### config.mk
export PLATFORM = sky130hd
export DESIGN_NAME = dvn_sqrt_cell
export DESIGN_NICKNAME = d
export VERILOG_FILES = /design/src/rtl/dvn_pkg.sv /design/src/rtl/dvn_sqrt_cell.sv
export SDC_FILE = /design/constraint.sdc
export NUM_CORES = 1
export LEC_CHECK = 0
export BUFFER_PORTS_ARGS = -buffer_cell sky130_fd_sc_hd__clkbuf_2
export CAP_MARGIN = 25
export CORE_AREA = 2 2 228 230
export DETAILED_ROUTE_END_ITERATION = 10
export DIE_AREA = 0 0 230 232
export PLACE_DENSITY_LB_ADDON = 0.25
export SLEW_MARGIN = 20
export SYNTH_ARGS = -nofsm -noshare
export SYNTH_HDL_FRONTEND = slang
export SYNTH_SLANG_ARGS = --single-unit
### constraint.sdc
create_clock -name clock -period 3.8 [get_ports clock]
set_input_delay 0.57 -clock clock [delete_from_list [all_inputs] [get_ports clock]]
set_output_delay 0.57 -clock clock [all_outputs]
set_load 0.005 [all_outputs]
### src/rtl/dvn_pkg.sv
// shared types and constants for the direction vector normalizer
// no dependencies
`timescale 1ns / 1ps

package dvn_pkg;

   localparam int LANES = 3;

   // sideband that travels with every item through the cell chain
   typedef struct packed {
      logic             valid;
      logic [LANES-1:0] neg;
      logic             zero;
      logic             last;
   } side_type;

endpackage

### src/rtl/dvn_sqrt_cell.sv
// one integer square-root cell: produces one root bit for all three lanes
// depends on dvn_pkg
`timescale 1ns / 1ps

module dvn_sqrt_cell #(
   parameter int RAD_W = 46,
   parameter int RW    = 23
) (
   input  logic                              clock,
   input  logic                              reset,
   input  logic                              en,
   input  dvn_pkg::side_type                 side_in,
   input  logic [dvn_pkg::LANES-1:0][RAD_W-1:0] rad_in,
   input  logic [dvn_pkg::LANES-1:0][RW+1:0]    rem_in,
   input  logic [dvn_pkg::LANES-1:0][RW-1:0]    root_in,
   output dvn_pkg::side_type                 side_out,
   output logic [dvn_pkg::LANES-1:0][RAD_W-1:0] rad_out,
   output logic [dvn_pkg::LANES-1:0][RW+1:0]    rem_out,
   output logic [dvn_pkg::LANES-1:0][RW-1:0]    root_out
);
   import dvn_pkg::*;

   side_type                    side_ff;
   logic [LANES-1:0][RAD_W-1:0] rad_ff, rad_in_w;
   logic [LANES-1:0][RW+1:0]    rem_ff, rem_in_w;
   logic [LANES-1:0][RW-1:0]    root_ff, root_in_w;

   always_comb begin
      logic [RW+3:0] sh;
      logic [RW+3:0] trial;
      logic          ge;
      for (int k = 0; k < LANES; k++) begin
         sh    = {rem_in[k], rad_in[k][RAD_W-1:RAD_W-2]};
         trial = {2'b00, root_in[k], 2'b01};
         ge    = sh >= trial;
         rem_in_w[k]  = ge ? (RW+2)'(sh - trial) : (RW+2)'(sh);
         root_in_w[k] = {root_in[k][RW-2:0], ge};
         rad_in_w[k]  = {rad_in[k][RAD_W-3:0], 2'b00};
      end
   end

   always_ff @(posedge clock) begin
      if (reset) begin
         side_ff.valid <= 1'b0;
      end else if (en) begin
         side_ff.valid <= side_in.valid;
      end
      if (en) begin
         side_ff.neg  <= side_in.neg;
         side_ff.zero <= side_in.zero;
         side_ff.last <= side_in.last;
         rad_ff       <= rad_in_w;
         rem_ff       <= rem_in_w;
         root_ff      <= root_in_w;
      end
   end

   assign side_out = side_ff;
   assign rad_out  = rad_ff;
   assign rem_out  = rem_ff;
   assign root_out = root_ff;

endmodule

==> metrics <==
register area share after synthesis=63.64%; PwrDens=approximately 480 nW/µm²; Post-DP Area=17080 µm²; first-pass GRT wire length=a little over 60000 µm; CTS tree=done; total wire length=~43000 µm; fraction of layout cells with a size suffix above 1=between 40% and 50%; final period utilization=78.46%; final number of setup-violating endpoints=0; syn avg cell area=~13 µm²; Slew Limit Fails=0; Max FO, Critical Path=4; FF-to-FF path depth=2; crit path capture type=flip-flop; CTS-repair resized insts=0; number of I/O port buffers=around 570; Worst Skew=0 ns; Min Clock Period, post-route=2.982 ns; f_max=335.4 MHz; clock latency on the worst-skew pair=about 0.54 ns; post-route insts no fill=2317; Post-route DRC=0; routed vias=10360; Hold Path Stages=1; CP required=~4.1 ns; vias in the first global route=10510; FF-to-FF End=side_out[5]; Setup Buffers After CTS=0; largest net degree at the start of global routing=75; DR WL/cell=18.55 µm; DR iter-0 viols=about 500; Cells after Synth=approximately 1000; Vias per Instance=4.472; slew margin rel.=44.46%; die height=232 µm; detailed-router iteration count before antenna repair=5; antenna-violating nets left=0; Placed Cells=2250; Synth warnings=0; setup_tns=0 ns; clk buf depth=3; hold slack=0.2060 ns; Netlist Area Pre-Place=between 10000 and 15000 µm²; worst setup path endpoint=rem_out[49]; # nets final=a little under 2000; # rows=83; slew of the pin with the lowest slew margin=about 0.81 ns; Starting Density=a little over a quarter; Core Util, Final=35.77%; Leak=a little over 8 nW; ys flop type=edfxtp_1; Synth async-reset ratio=0%; critical path startpoint=rem_in[25]; Filler cells=5076; Sink Count=282; outcome=finished clean; CTS Buf Count=35; CP cell instances=clkbuf_2 > ha_1 > nor2b_1 > o31a_1 > or2_1 > a211o_1 > o311ai_4 > a41oi_2 > o211ai_2 > nand3_1 > a31o_1; dpl hpwl=~34000 µm; clock transition at the registers of the reported paths=~0.060 ns; Startpoint Class=input port; number of max-cap violations=0; Layout area overhead=36.94%; io pins=579; Crit Path Category=input port to flip-flop; total grt overflow=0; final worst slack=between 0.8 and 0.9 ns; Post-Place Setup Slack=0.3122 ns; critical path's slowest cell=a211o_1; final hold vios=0; routability congestion estimate from global placement=0.8914; fin area=18200 µm²; initial antenna violation count=5; Die ar.=53360 µm²; All-Layer GR Usage=15.38%; CTS root buf=clkbuf_16; slowest stage delay, CP=0.38 ns; Synth Register Bits=282; RSZ-0062 raised after global routing=no; Hold Buf Count CTS=0; Post-synth EDFFs=281; Pwr Total=8.704 mW; VDD IR max=0.2966 mV; post-synth cell types=70; Placeable Area=a little over 50000 µm²; worst min path class=input port to flip-flop; r2r setup slk=3.21 ns; Reg-to-Reg Start=side_out[5]; H-tree level count=2; critical path arrival=approximately 3.3 ns; Die Width=230 µm
==> worst max-delay path, delay by kind of cell <==
kind | cells | cell delay [ns]
simple gates | 3 | 0.54
fa+ha+maj | 1 | 0.36
compound gates | 6 | 1.68
buf+inv | 1 | 0.11
==> layout make-up <==
type | count | area [µm²] | area share, %
Clock inverter | 16 | 142.6 | 0.7837
Sequential cell | 282 | 8458 | 46.47
Inverter | 94 | 352.8 | 1.939
Antenna cell | 4 | 10.01 | 0.05499
Timing Repair Buffer | 588 | 3055 | 16.79
Multi-Input combinational cell | 606 | 4358 | 23.94
Tap cell | 680 | 850.8 | 4.675
Clock buffer | 47 | 973.4 | 5.348
==> worst min-delay path by stage <==
stage | startpoint | to | slack, ns
2_1_floorplan | side_out[5] | side_out[5] | 0.48
3_3_place_gp | side_out[5] | side_out[5] | 0.48
3_5_place_dp | side_out[5] | side_out[5] | 0.49
4_1_cts | rad_in[54] | rad_out[56] | 0.16
5_1_grt | rad_in[58] | rad_out[60] | 0.18
6_report | rad_in[54] | rad_out[56] | 0.21
==> placed cells by master (no fill, tap or decap), types with 12 or more instances in the layout <==
master	Yosys	layout
inv_1	94	94
edfxtp_1	281	281
xnor2_1	31	31
a21oi_1	67	67
nand2_1	63	63
a21o_1	36	36
o21ai_0	55	55
nor2_1	48	48
nand3_1	13	13
mux2_2	17	17
xor2_1	35	35
clkbuf_2	0	571
ha_1	75	75
nand4_1	12	12
clkbuf_16	0	37
==> cell usage after synthesis, types with 3 or more instances <==
cell type / instances / area (µm²)
a211o_1: 3 / 26.28
a211oi_1: 5 / 37.54
a21boi_0: 4 / 30.03
a21o_1: 36 / 270.3
a21oi_1: 67 / 335.3
a31oi_1: 6 / 37.54
and2_1: 3 / 18.77
and3_1: 11 / 68.82
buf_2: 7 / 35.03
buf_4: 7 / 52.55
buf_6: 3 / 33.78
clkbuf_1: 9 / 33.78
edfxtp_1: 281 / 8438
ha_1: 75 / 938.4
inv_1: 94 / 352.8
mux2_1: 9 / 101.4
mux2_2: 17 / 191.4
mux2i_1: 3 / 30.03
nand2_1: 63 / 236.5
nand2b_1: 5 / 31.28
nand3_1: 13 / 65.06
nand4_1: 12 / 75.07
nor2_1: 48 / 180.2
nor2b_1: 8 / 50.05
nor3_1: 10 / 50.05
o211ai_1: 7 / 52.55
o21a_1: 9 / 67.56
o21ai_0: 55 / 275.3
o21bai_1: 7 / 52.55
o31ai_1: 7 / 52.55
or2_2: 4 / 25.02
or3_1: 4 / 25.02
xnor2_1: 31 / 271.5
xor2_1: 35 / 306.5
==> kinds of logic (layout without fill, tap and decap cells) <==
| family | count (synthesis) | after routing | share of synthesized area, % |
|---|---|---|---|
| muxes | 31 | 31 | 2.655 |
| adders and majority gates | 75 | 75 | 7.060 |
| and+or+nand+nor | 196 | 196 | 7.154 |
| buffers and inverters | 120 | 745 | 3.822 |
| DFF | 282 | 282 | 63.64 |
| AOI/OAI and AO/OA | 232 | 232 | 11.30 |
| xor gates and xnor gates | 66 | 66 | 4.349 |
| other | 1 | 10 | 0.02821 |
==> registers in the layout, indices dropped and copies added, names as in the netlist <==
signal and cells:
rad_out 132, rem_out 75, root_out 69, side_out 6
==> routing by layer <==
metal / global-route usage [%] / up-vias / wire length [µm]
met2: 25.56 / 424 / 20490
met5: 0 / - / 25
met1: 18.23 / 4940 / 17180
li1: - / 4925 / -
met4: 6.472 / 4 / 1432
met3: 5.108 / 69 / 3852
==> report_power, final <==
part | internal [mW] | total, mW | switching (mW)
Sequential | 3.81 | 3.91 | 0.0981
Clock | 1.94 | 3.27 | 1.33
Combinational | 0.688 | 1.52 | 0.834
Total | 6.44 | 8.70 | 2.26
Power figures use the tool's default switching activity.
