File: src/rtl/dvn_pkg.sv
// shared types and constants for the direction vector normalizer
// no dependencies
`timescale 1ns / 1ps

package dvn_pkg;

   localparam int LANES = 3;

   // sideband that travels with every item through the cell chain
   typedef struct packed {
      logic             valid;
      logic [LANES-1:0] neg;
      logic             zero;
      logic             last;
   } side_type;

endpackage

File: src/rtl/dvn_div_cell.sv
// one restoring-division cell: produces one quotient bit for all three lanes
// depends on dvn_pkg
`timescale 1ns / 1ps

module dvn_div_cell #(
   parameter int SUM_W = 48,
   parameter int Q_W   = 45,
   parameter bit FIRST = 1'b0
) (
   input  logic                             clock,
   input  logic                             reset,
   input  logic                             en,
   input  dvn_pkg::side_type                side_in,
   input  logic [SUM_W-1:0]                 den_in,
   input  logic [dvn_pkg::LANES-1:0][SUM_W-1:0] rem_in,
   input  logic [dvn_pkg::LANES-1:0][Q_W-1:0]   quo_in,
   output dvn_pkg::side_type                side_out,
   output logic [SUM_W-1:0]                 den_out,
   output logic [dvn_pkg::LANES-1:0][SUM_W-1:0] rem_out,
   output logic [dvn_pkg::LANES-1:0][Q_W-1:0]   quo_out
);
   import dvn_pkg::*;

   side_type                   side_ff;
   logic [SUM_W-1:0]           den_ff;
   logic [LANES-1:0][SUM_W-1:0] rem_ff, rem_in_w;
   logic [LANES-1:0][Q_W-1:0]   quo_ff, quo_in_w;

   always_comb begin
      logic [SUM_W:0] t;
      logic           ge;
      for (int k = 0; k < LANES; k++) begin
         t = FIRST ? {1'b0, rem_in[k]} : {rem_in[k], 1'b0};
         ge = t >= {1'b0, den_in};
         rem_in_w[k] = ge ? SUM_W'(t - {1'b0, den_in}) : SUM_W'(t);
         quo_in_w[k] = {quo_in[k][Q_W-2:0], ge};
      end
   end

   always_ff @(posedge clock) begin
      if (reset) begin
         side_ff.valid <= 1'b0;
      end else if (en) begin
         side_ff.valid <= side_in.valid;
      end
      if (en) begin
         side_ff.neg  <= side_in.neg;
         side_ff.zero <= side_in.zero;
         side_ff.last <= side_in.last;
         den_ff       <= den_in;
         rem_ff       <= rem_in_w;
         quo_ff       <= quo_in_w;
      end
   end

   assign side_out = side_ff;
   assign den_out  = den_ff;
   assign rem_out  = rem_ff;
   assign quo_out  = quo_ff;

endmodule

File: config.mk
export PLATFORM = sky130hd
export DESIGN_NAME = dvn_div_cell
export DESIGN_NICKNAME = d
export VERILOG_FILES = /design/src/rtl/dvn_pkg.sv /design/src/rtl/dvn_div_cell.sv
export SDC_FILE = /design/constraint.sdc
export NUM_CORES = 1
export LEC_CHECK = 0
export ABC_AREA = 0
export BUFFER_PORTS_ARGS = -buffer_cell sky130_fd_sc_hd__buf_2
export CORE_AREA = 2 2 262 264
export DETAILED_ROUTE_END_ITERATION = 16
export DIE_AREA = 0 0 264 266
export GPL_TIMING_DRIVEN = 0
export HOLD_SLACK_MARGIN = 0.05
export PLACE_DENSITY = 0.51
export SYNTH_ARGS = -nofsm -noshare
export SYNTH_HDL_FRONTEND = slang
export SYNTH_SLANG_ARGS = --single-unit
File: constraint.sdc
create_clock -name clock -period 3.8 [get_ports clock]
set_input_delay 0.19 -clock clock [delete_from_list [all_inputs] [get_ports clock]]
set_output_delay 0.19 -clock clock [all_outputs]
set_load 0.005 [all_outputs]
==> results of run 1 <==
## through the flow
step / hold slack [ps] / power [µW]
2_1_floorplan: 262 / 6320
3_3_place_gp: 351 / 7730
3_5_place_dp: 353 / 7700
4_1_cts: 51.2 / 11800
5_1_grt: 67.8 / 12300
6_report: 83.2 / 11800
## repair_timing
action	in CTS	in global routing
hold buffers	317	0
buffers inserted	4	1
hold endpoints to repair	316	0
gates resized for setup	9	25
setup endpoints to repair	85	104
pin swaps	2	2
## power breakdown
part	switching, µW	internal (µW)	leakage [µW]	total (µW)
Sequential	131	4580	0.00326	4710
Combinational	1820	1420	0.00874	3240
Clock	1660	2150	0.000616	3800
Total	3610	8140	0.0126	11800
## registers in the layout, indices dropped and copies added (netlist names)
name,cells
side_out,6
rem_out,144
den_out,48
quo_out,135
## layout make-up
| type | count | area (µm²) |
|---|---|---|
| Fill cell | 6588 | 38800 |
| Multi-Input combinational cell | 1349 | 9290 |
| Timing Repair Buffer | 989 | 6600 |
| Clock inverter | 24 | 184 |
| Sequential cell | 333 | 9990 |
| Buffer | 68 | 320 |
| Clock buffer | 50 | 1100 |
| Tap cell | 882 | 1100 |
| Antenna cell | 6 | 15.0 |
| Inverter | 94 | 357 |
## layer usage
layer | vias up | wire length, µm
met5 | - | 83
met4 | 12 | 3100
met3 | 148 | 4660
met2 | 698 | 44900
met1 | 9109 | 32900
li1 | 8959 | -
## cell usage in the layout (no fill, tap or decap), types with 11 or more instances in the layout
cell and n:
nand4_1 38, a211oi_1 15, a21o_1 94, clkbuf_16 43, dlygate4sd3_1 317, xnor2_1 73, clkbuf_1 53, a31oi_1 17
nor2b_1 13, o21ai_0 89, and3_1 14, inv_1 92, o21a_1 14, nand2b_1 12, a21oi_1 218, edfxtp_1 332
ha_1 143, and2_1 11, nor2_1 156, nor3_1 16, nand2_1 134, buf_2 671, nor4_1 12, nand3_1 36
mux2_2 56, o21bai_1 28, xor2_1 57
## worst min-delay path by stage
stage                    start                        to  slack (ps)
floorplan                reset  side_out[5]$_SDFFE_PP0P_         260
global placement         reset  side_out[5]$_SDFFE_PP0P_         350
detailed placement       reset  side_out[5]$_SDFFE_PP0P_         350
CTS                 rem_in[80]     rem_out[81]$_DFFE_PP_          50
global route        rem_in[72]     rem_out[73]$_DFFE_PP_          70
finish              rem_in[71]     rem_out[72]$_DFFE_PP_          80
## cells by family (layout without fill, tap and decap cells)
logic type | count (synthesis) | in the layout | share of synthesized area (%)
adder cells (fa/ha/maj) | 147 | 147 | 9.38
XOR/XNOR | 130 | 130 | 5.74
other | 0 | 6 | 0
AO/OA/AOI/OAI | 548 | 548 | 17.1
multiplexers | 62 | 62 | 3.48
buffers and inverters | 164 | 1225 | 3.23
AND/OR/NAND/NOR | 462 | 462 | 10.7
flip-flops | 333 | 333 | 50.3
## critical path: stages
cell	delay, ps
dlygate4sd3_1	540
buf_2	130
inv_1	230
ha_1	280
clkbuf_1	180
a21o_1	210
a21o_1	190
a21o_1	180
a21oi_1	150
nor2b_1	70
o21ai_0	340
o211ai_1	260
a31oi_4	240
buf_4	190
clkbuf_4	240
mux2_2	390
==> impl_results.md, run 1 <==
- Met3 Use GR: 3.83%
- Dpl ws: -983 ps
- Via Count: 18,900
- I/O pin cnt: between 600 and 700
- Cell Area, Synth: roughly 20,000 µm²
- Global Route Usage Sum: 23.3%
- Crit start category: input pin
- CTS Buffer Depth: 3
- Seq/Total Area, Yosys: 50.3%
- Largest net degree at the start of global routing: approximately 130
- GR Util met1: a little over a quarter
- Post-synth EDFFs: roughly 330
- Peak VDD IR: approximately 0.00027 V
- Critical path arrival: 4000 ps
- Setup ws final: roughly 110 ps
- Worst R2R End: side_out[5]$_SDFFE_PP0P_
- Reg2reg path depth: 3
- Worst-Skew Late Latency: ~560 ps
- Final core utilization: a little over two fifths
- Chip width: about 260 µm
- Final Instance Count excl. Fillers: approximately 3,800
- Status: complete, no violations
- H-Tree Depth: 2
- Nets: 3,360
- Core Box Area: between 60,000 and 70,000 µm²
- First-pass GRT wire length: between 100,000 and 150,000 µm
- Final instance area: between 20,000 and 30,000 µm²
- Placed Instances: roughly 3,400
- Mean Syn Cell Area: 10.8 µm²
- Wire per inst: 22.6 µm
- Most used routing layer in global routing: met2
- Relative slew slack: a little over two fifths
- Final Routed Wirelength: 85,700 µm
- Starting Density: between 20% and 30%
- Critical path class: input pin to flip-flop
- Met2 Use GR: 43.7%
- Largest area contributor in the netlist: edfxtp_1
- DR vias/cell: 4.99
- Die area: around 70,000 µm²
- Post-synth top area share: about 50%
- Critical Path Fanout Max: 10
- Ranking of synthesized cells by area: edfxtp_1, ha_1, a21oi_1, a21o_1, xnor2_1
- CTS Buf Count: 42
- Most numerous cell in the Yosys netlist: edfxtp_1
- Mapped Cells: approximately 1,800
- Post-synth top flop: edfxtp_1
- Reg-to-reg slack, setup: ~2700 ps
- Buffers on Ports: 665
- Vias in the first global route: between 15,000 and 20,000
- #FFs+latches synth: roughly 330
- Die height: 266 µm
- DP Area: roughly 24,000 µm²
- Clk sinks: around 330
- Yosys warnings: 0
- Post-route DRC: 0
- Crit path time final: 3690 ps
- Clk slew on worst S/H paths: ~60 ps
- Maximum capacitance violations: 0
- Final period util: 97.1%
- Initial DRC Count: 1,384
- Hold Path Cell Cnt: 3
- Final Hold Viols: 0
- Synth Net Count: 2,329
- RePlAce Congestion: ~0.94
- Share of cells above drive strength 1: about 29%
- Post-synthesis cell type count: 66
- WP data required: 4110 ps
- Rows: 96
- Worst Setup EP: rem_out[111]$_DFFE_PP_
- Setup Viol. Count Final: 0
- Gr ovfl total: 0
- Hold WC Path Type: input pin to flip-flop
- Power per Cell Area: ~410 nW/µm²
- Drt pass-1 iters: 5
- Most frequent cells after synthesis: edfxtp_1, a21oi_1, nor2_1, ha_1, nand2_1
- Initial antenna violation count: 13
- CTS root buffer: clkbuf_16
- Leakage: ~0.013 µW
- Area growth syn-to-layout: 45.9%
- Post-synth ARST share: 0%
- Clk_skew: 0 ps
- TritonCTS clock tree: built
- DP HPWL: around 67,000 µm
- Max-slew violation count: 0
- FMAX: between 200 and 300 MHz
- Critical path launch point: den_in[34]
- Crit. End Element: flip-flop
- RR Startpoint: side_out[5]$_SDFFE_PP0P_
- Remaining antenna violation count: 0
- Setup_tns: 0 ps
- Worst Max-Slew Pin Slew: 862 ps
Power figures use the tool's default switching activity.
==> run 2, diff against run 1 <==
--- a/config.mk
+++ b/config.mk
@@ -8,6 +8,7 @@
 export ABC_AREA = 0
 export BUFFER_PORTS_ARGS = -buffer_cell sky130_fd_sc_hd__buf_2
 export CORE_AREA = 2 2 262 264
+export CTS_BUF_LIST = sky130_fd_sc_hd__clkbuf_16
 export DETAILED_ROUTE_END_ITERATION = 16
 export DIE_AREA = 0 0 264 266
 export GPL_TIMING_DRIVEN = 0
==> impl_results.md, run 2 (synthesized netlist as in run 1, its figures left out) <==
- Clk sinks: 333
- Gr ovfl total: 0
- Initial antenna violation count: 13
- Commonest non-fill, non-tap cell in the layout: buf_2
- Maximum capacitance violations: 0
- Power per Cell Area: 405 nW/µm²
- Critical path arrival: roughly 4000 ps
- Vias in the first global route: 19,100
- Overall power: 11,700 µW
- First-pass GRT wire length: between 100,000 and 150,000 µm
- Remaining antenna violation count: 0
- Reg2reg path depth: 3
- Most frequent cells in the layout: buf_2, edfxtp_1, dlygate4sd3_1
- Area growth syn-to-layout: 45.9%
- TritonCTS clock tree: built
- Critical Path, Cell by Cell: dlygate4sd3_1, buf_2, inv_1, ha_2, nand4_1, nor2_1, inv_1, o221ai_1, a41oi_4, o311a_1, o31ai_4, buf_4, inv_2, or4_1, o221a_2
- Crit-path most repeated cell: inv_1
- Sw Share: between 30% and 40%
- Relative slew slack: between 40% and 50%
- DP HPWL: 67,300 µm
- RePlAce Congestion: between 0.9 and 1
- H-Tree Depth: 2
- Die height: 266 µm
- Worst R2R End: side_out[5]$_SDFFE_PP0P_
- Net switching power: roughly 3600 µW
- Worst-Skew Late Latency: around 560 ps
- Crit. End Element: flip-flop
- Final core utilization: a little over two fifths
- Via Count: approximately 19,000
- Max-slew violation count: 0
- Hold Slack: 87.2 ps
- Final Routed Wirelength: ~86,000 µm
- Wire per inst: approximately 23 µm
- Buffers on Ports: 665
- CTS root buffer: clkbuf_16
- CP max stage delay: between 500 and 600 ps
- Clk_skew: 0 ps
- Initial DRC Count: between 1,000 and 1,500
- Post-route DRC: 0
- Max reg flops: 144
- Worst path slowest cell: dlygate4sd3_1
- Hold Path End: rem_out[72]$_DFFE_PP_
- Pint: around 8100 µW
- Final Hold Viols: 0
- Share of cells above drive strength 1: between 20% and 30%
- Core Box Area: approximately 68,000 µm²
- Die area: 70,200 µm²
- Crit start category: input pin
- Chip width: between 200 and 300 µm
- Reg-to-reg slack, setup: about 2700 ps
- Hold Path Origin: rem_in[71]
- CTS Buf Count: 42
- Leakage: roughly 0.013 µW
- Clock network power share: between 30% and 40%
- FMAX: 272 MHz
- Top delay family on crit path: buffers and inverters
- Hold WC Path Type: input pin to flip-flop
- RR Startpoint: side_out[5]$_SDFFE_PP0P_
- Combinational power share: about 28%
- WP data required: 4110 ps
- Seq pwr share: between 40% and 50%
- DR vias/cell: around 5.0
- Hold Path Cell Cnt: 3
- I/O pin cnt: between 600 and 700
- Filler cells: around 6,600
- Peak VDD IR: 0.000269 V
- Critical Path Fanout Max: 8
- Final period util: 96.9%
- Starting Density: roughly 29%
- Critical path class: input pin to flip-flop
- Nets: between 3,000 and 4,000
- Clk slew on worst S/H paths: 60 ps
- Global Route Usage Sum: a little under a quarter
- CTS Buffer Depth: 3
- Status: complete, no violations
- Setup Viol. Count Final: 0
- Rows: 96
- Largest net degree at the start of global routing: 128
- Crit path time final: 3680 ps
- Worst Max-Slew Pin Slew: around 840 ps
- CP bufs+invs: 6
- Drt pass-1 iters: 6
[run 2: cell types whose count changed in the layout (fill, tap and decap cells not counted), sizes merged]
cell	previous run	this run
clkbuf	108	101
inv	93	100
[run 2: final cells by class]
cell class / instances / area (µm²) / share of cell area (%)
flip-flops and latches: 333 / 9990 / 34.5
plain buffers: 68 / 320 / 1.11
clock buffers: 43 / 1080 / 3.72
clock inverters: 31 / 210 / 0.726
diodes: 6 / 15.0 / 0.0518
multi-input cells: 1349 / 9290 / 32.1
inverters: 94 / 357 / 1.23
well taps: 882 / 1100 / 3.81
repair buffers: 989 / 6600 / 22.8
[run 2: how the worst max path moves through the flow]
| stage | from | endpoint | slack (ps) | cells after the start |
|---|---|---|---|---|
| 2_1_floorplan | den_in[14] | rem_out[137]$_DFFE_PP_ | 490 | 15 |
| 3_5_place_dp | den_in[8] | rem_out[27]$_DFFE_PP_ | -980 | 14 |
| 4_1_cts | rem_in[22] | rem_out[15]$_DFFE_PP_ | 20 | 13 |
| 5_1_grt | den_in[32] | rem_out[42]$_DFFE_PP_ | -30 | 15 |
| 6_report | den_in[32] | rem_out[42]$_DFFE_PP_ | 120 | 15 |
| 3_3_place_gp | en | side_out[5]$_SDFFE_PP0P_ | -2560 | 3 |
[run 2: per-layer routing]
| layer | vias up | share of wire (%) | global-route usage [%] |
|---|---|---|---|
| li1 | 8950 | - | - |
| met1 | 9171 | 39 | 26.4 |
| met2 | 656 | 53 | 43.8 |
| met3 | 147 | 5.1 | 3.81 |
| met4 | 12 | 3.5 | 8.31 |
| met5 | - | 0.097 | 0 |
[run 2: what timing repair did]
item	CTS	global route
endpoints found under the hold margin	316	0
setup buffers	4	1
pin swaps	2	2
hold buffers	317	0
resized for setup	9	25
setup endpoints to repair	85	104
[run 2: power groups by stage]
stage | clock network, µW | registers, µW | logic (µW)
final | 3780 | 4710 | 3240
after global routing | 4040 | 4740 | 3510
after CTS | 3890 | 4710 | 3230
after detailed placement | 0 | 4780 | 2920
after global placement | 0 | 4810 | 2920
after floorplan | 0 | 4810 | 1510
[run 2: through the flow]
stage               worst slack [ps]  instances  TNS, ps  instance area [µm²]
finish                           118       3795        0                29000
global route                   -25.5       3794    -25.5                29000
CTS                             18.2       3790        0                28900
detailed placement              -983       3395   -96420                24300
global placement               -2560       3393  -897500                24300
floorplan                        489       1846        0                19800
[run 2: worst reg2reg max path, delay by kind of cell (launching register included)]
family	cells	cell delay (ps)
buffers and inverters	1	540
flip-flops	1	310
multiplexers	1	120
AND/OR/NAND/NOR	1	60
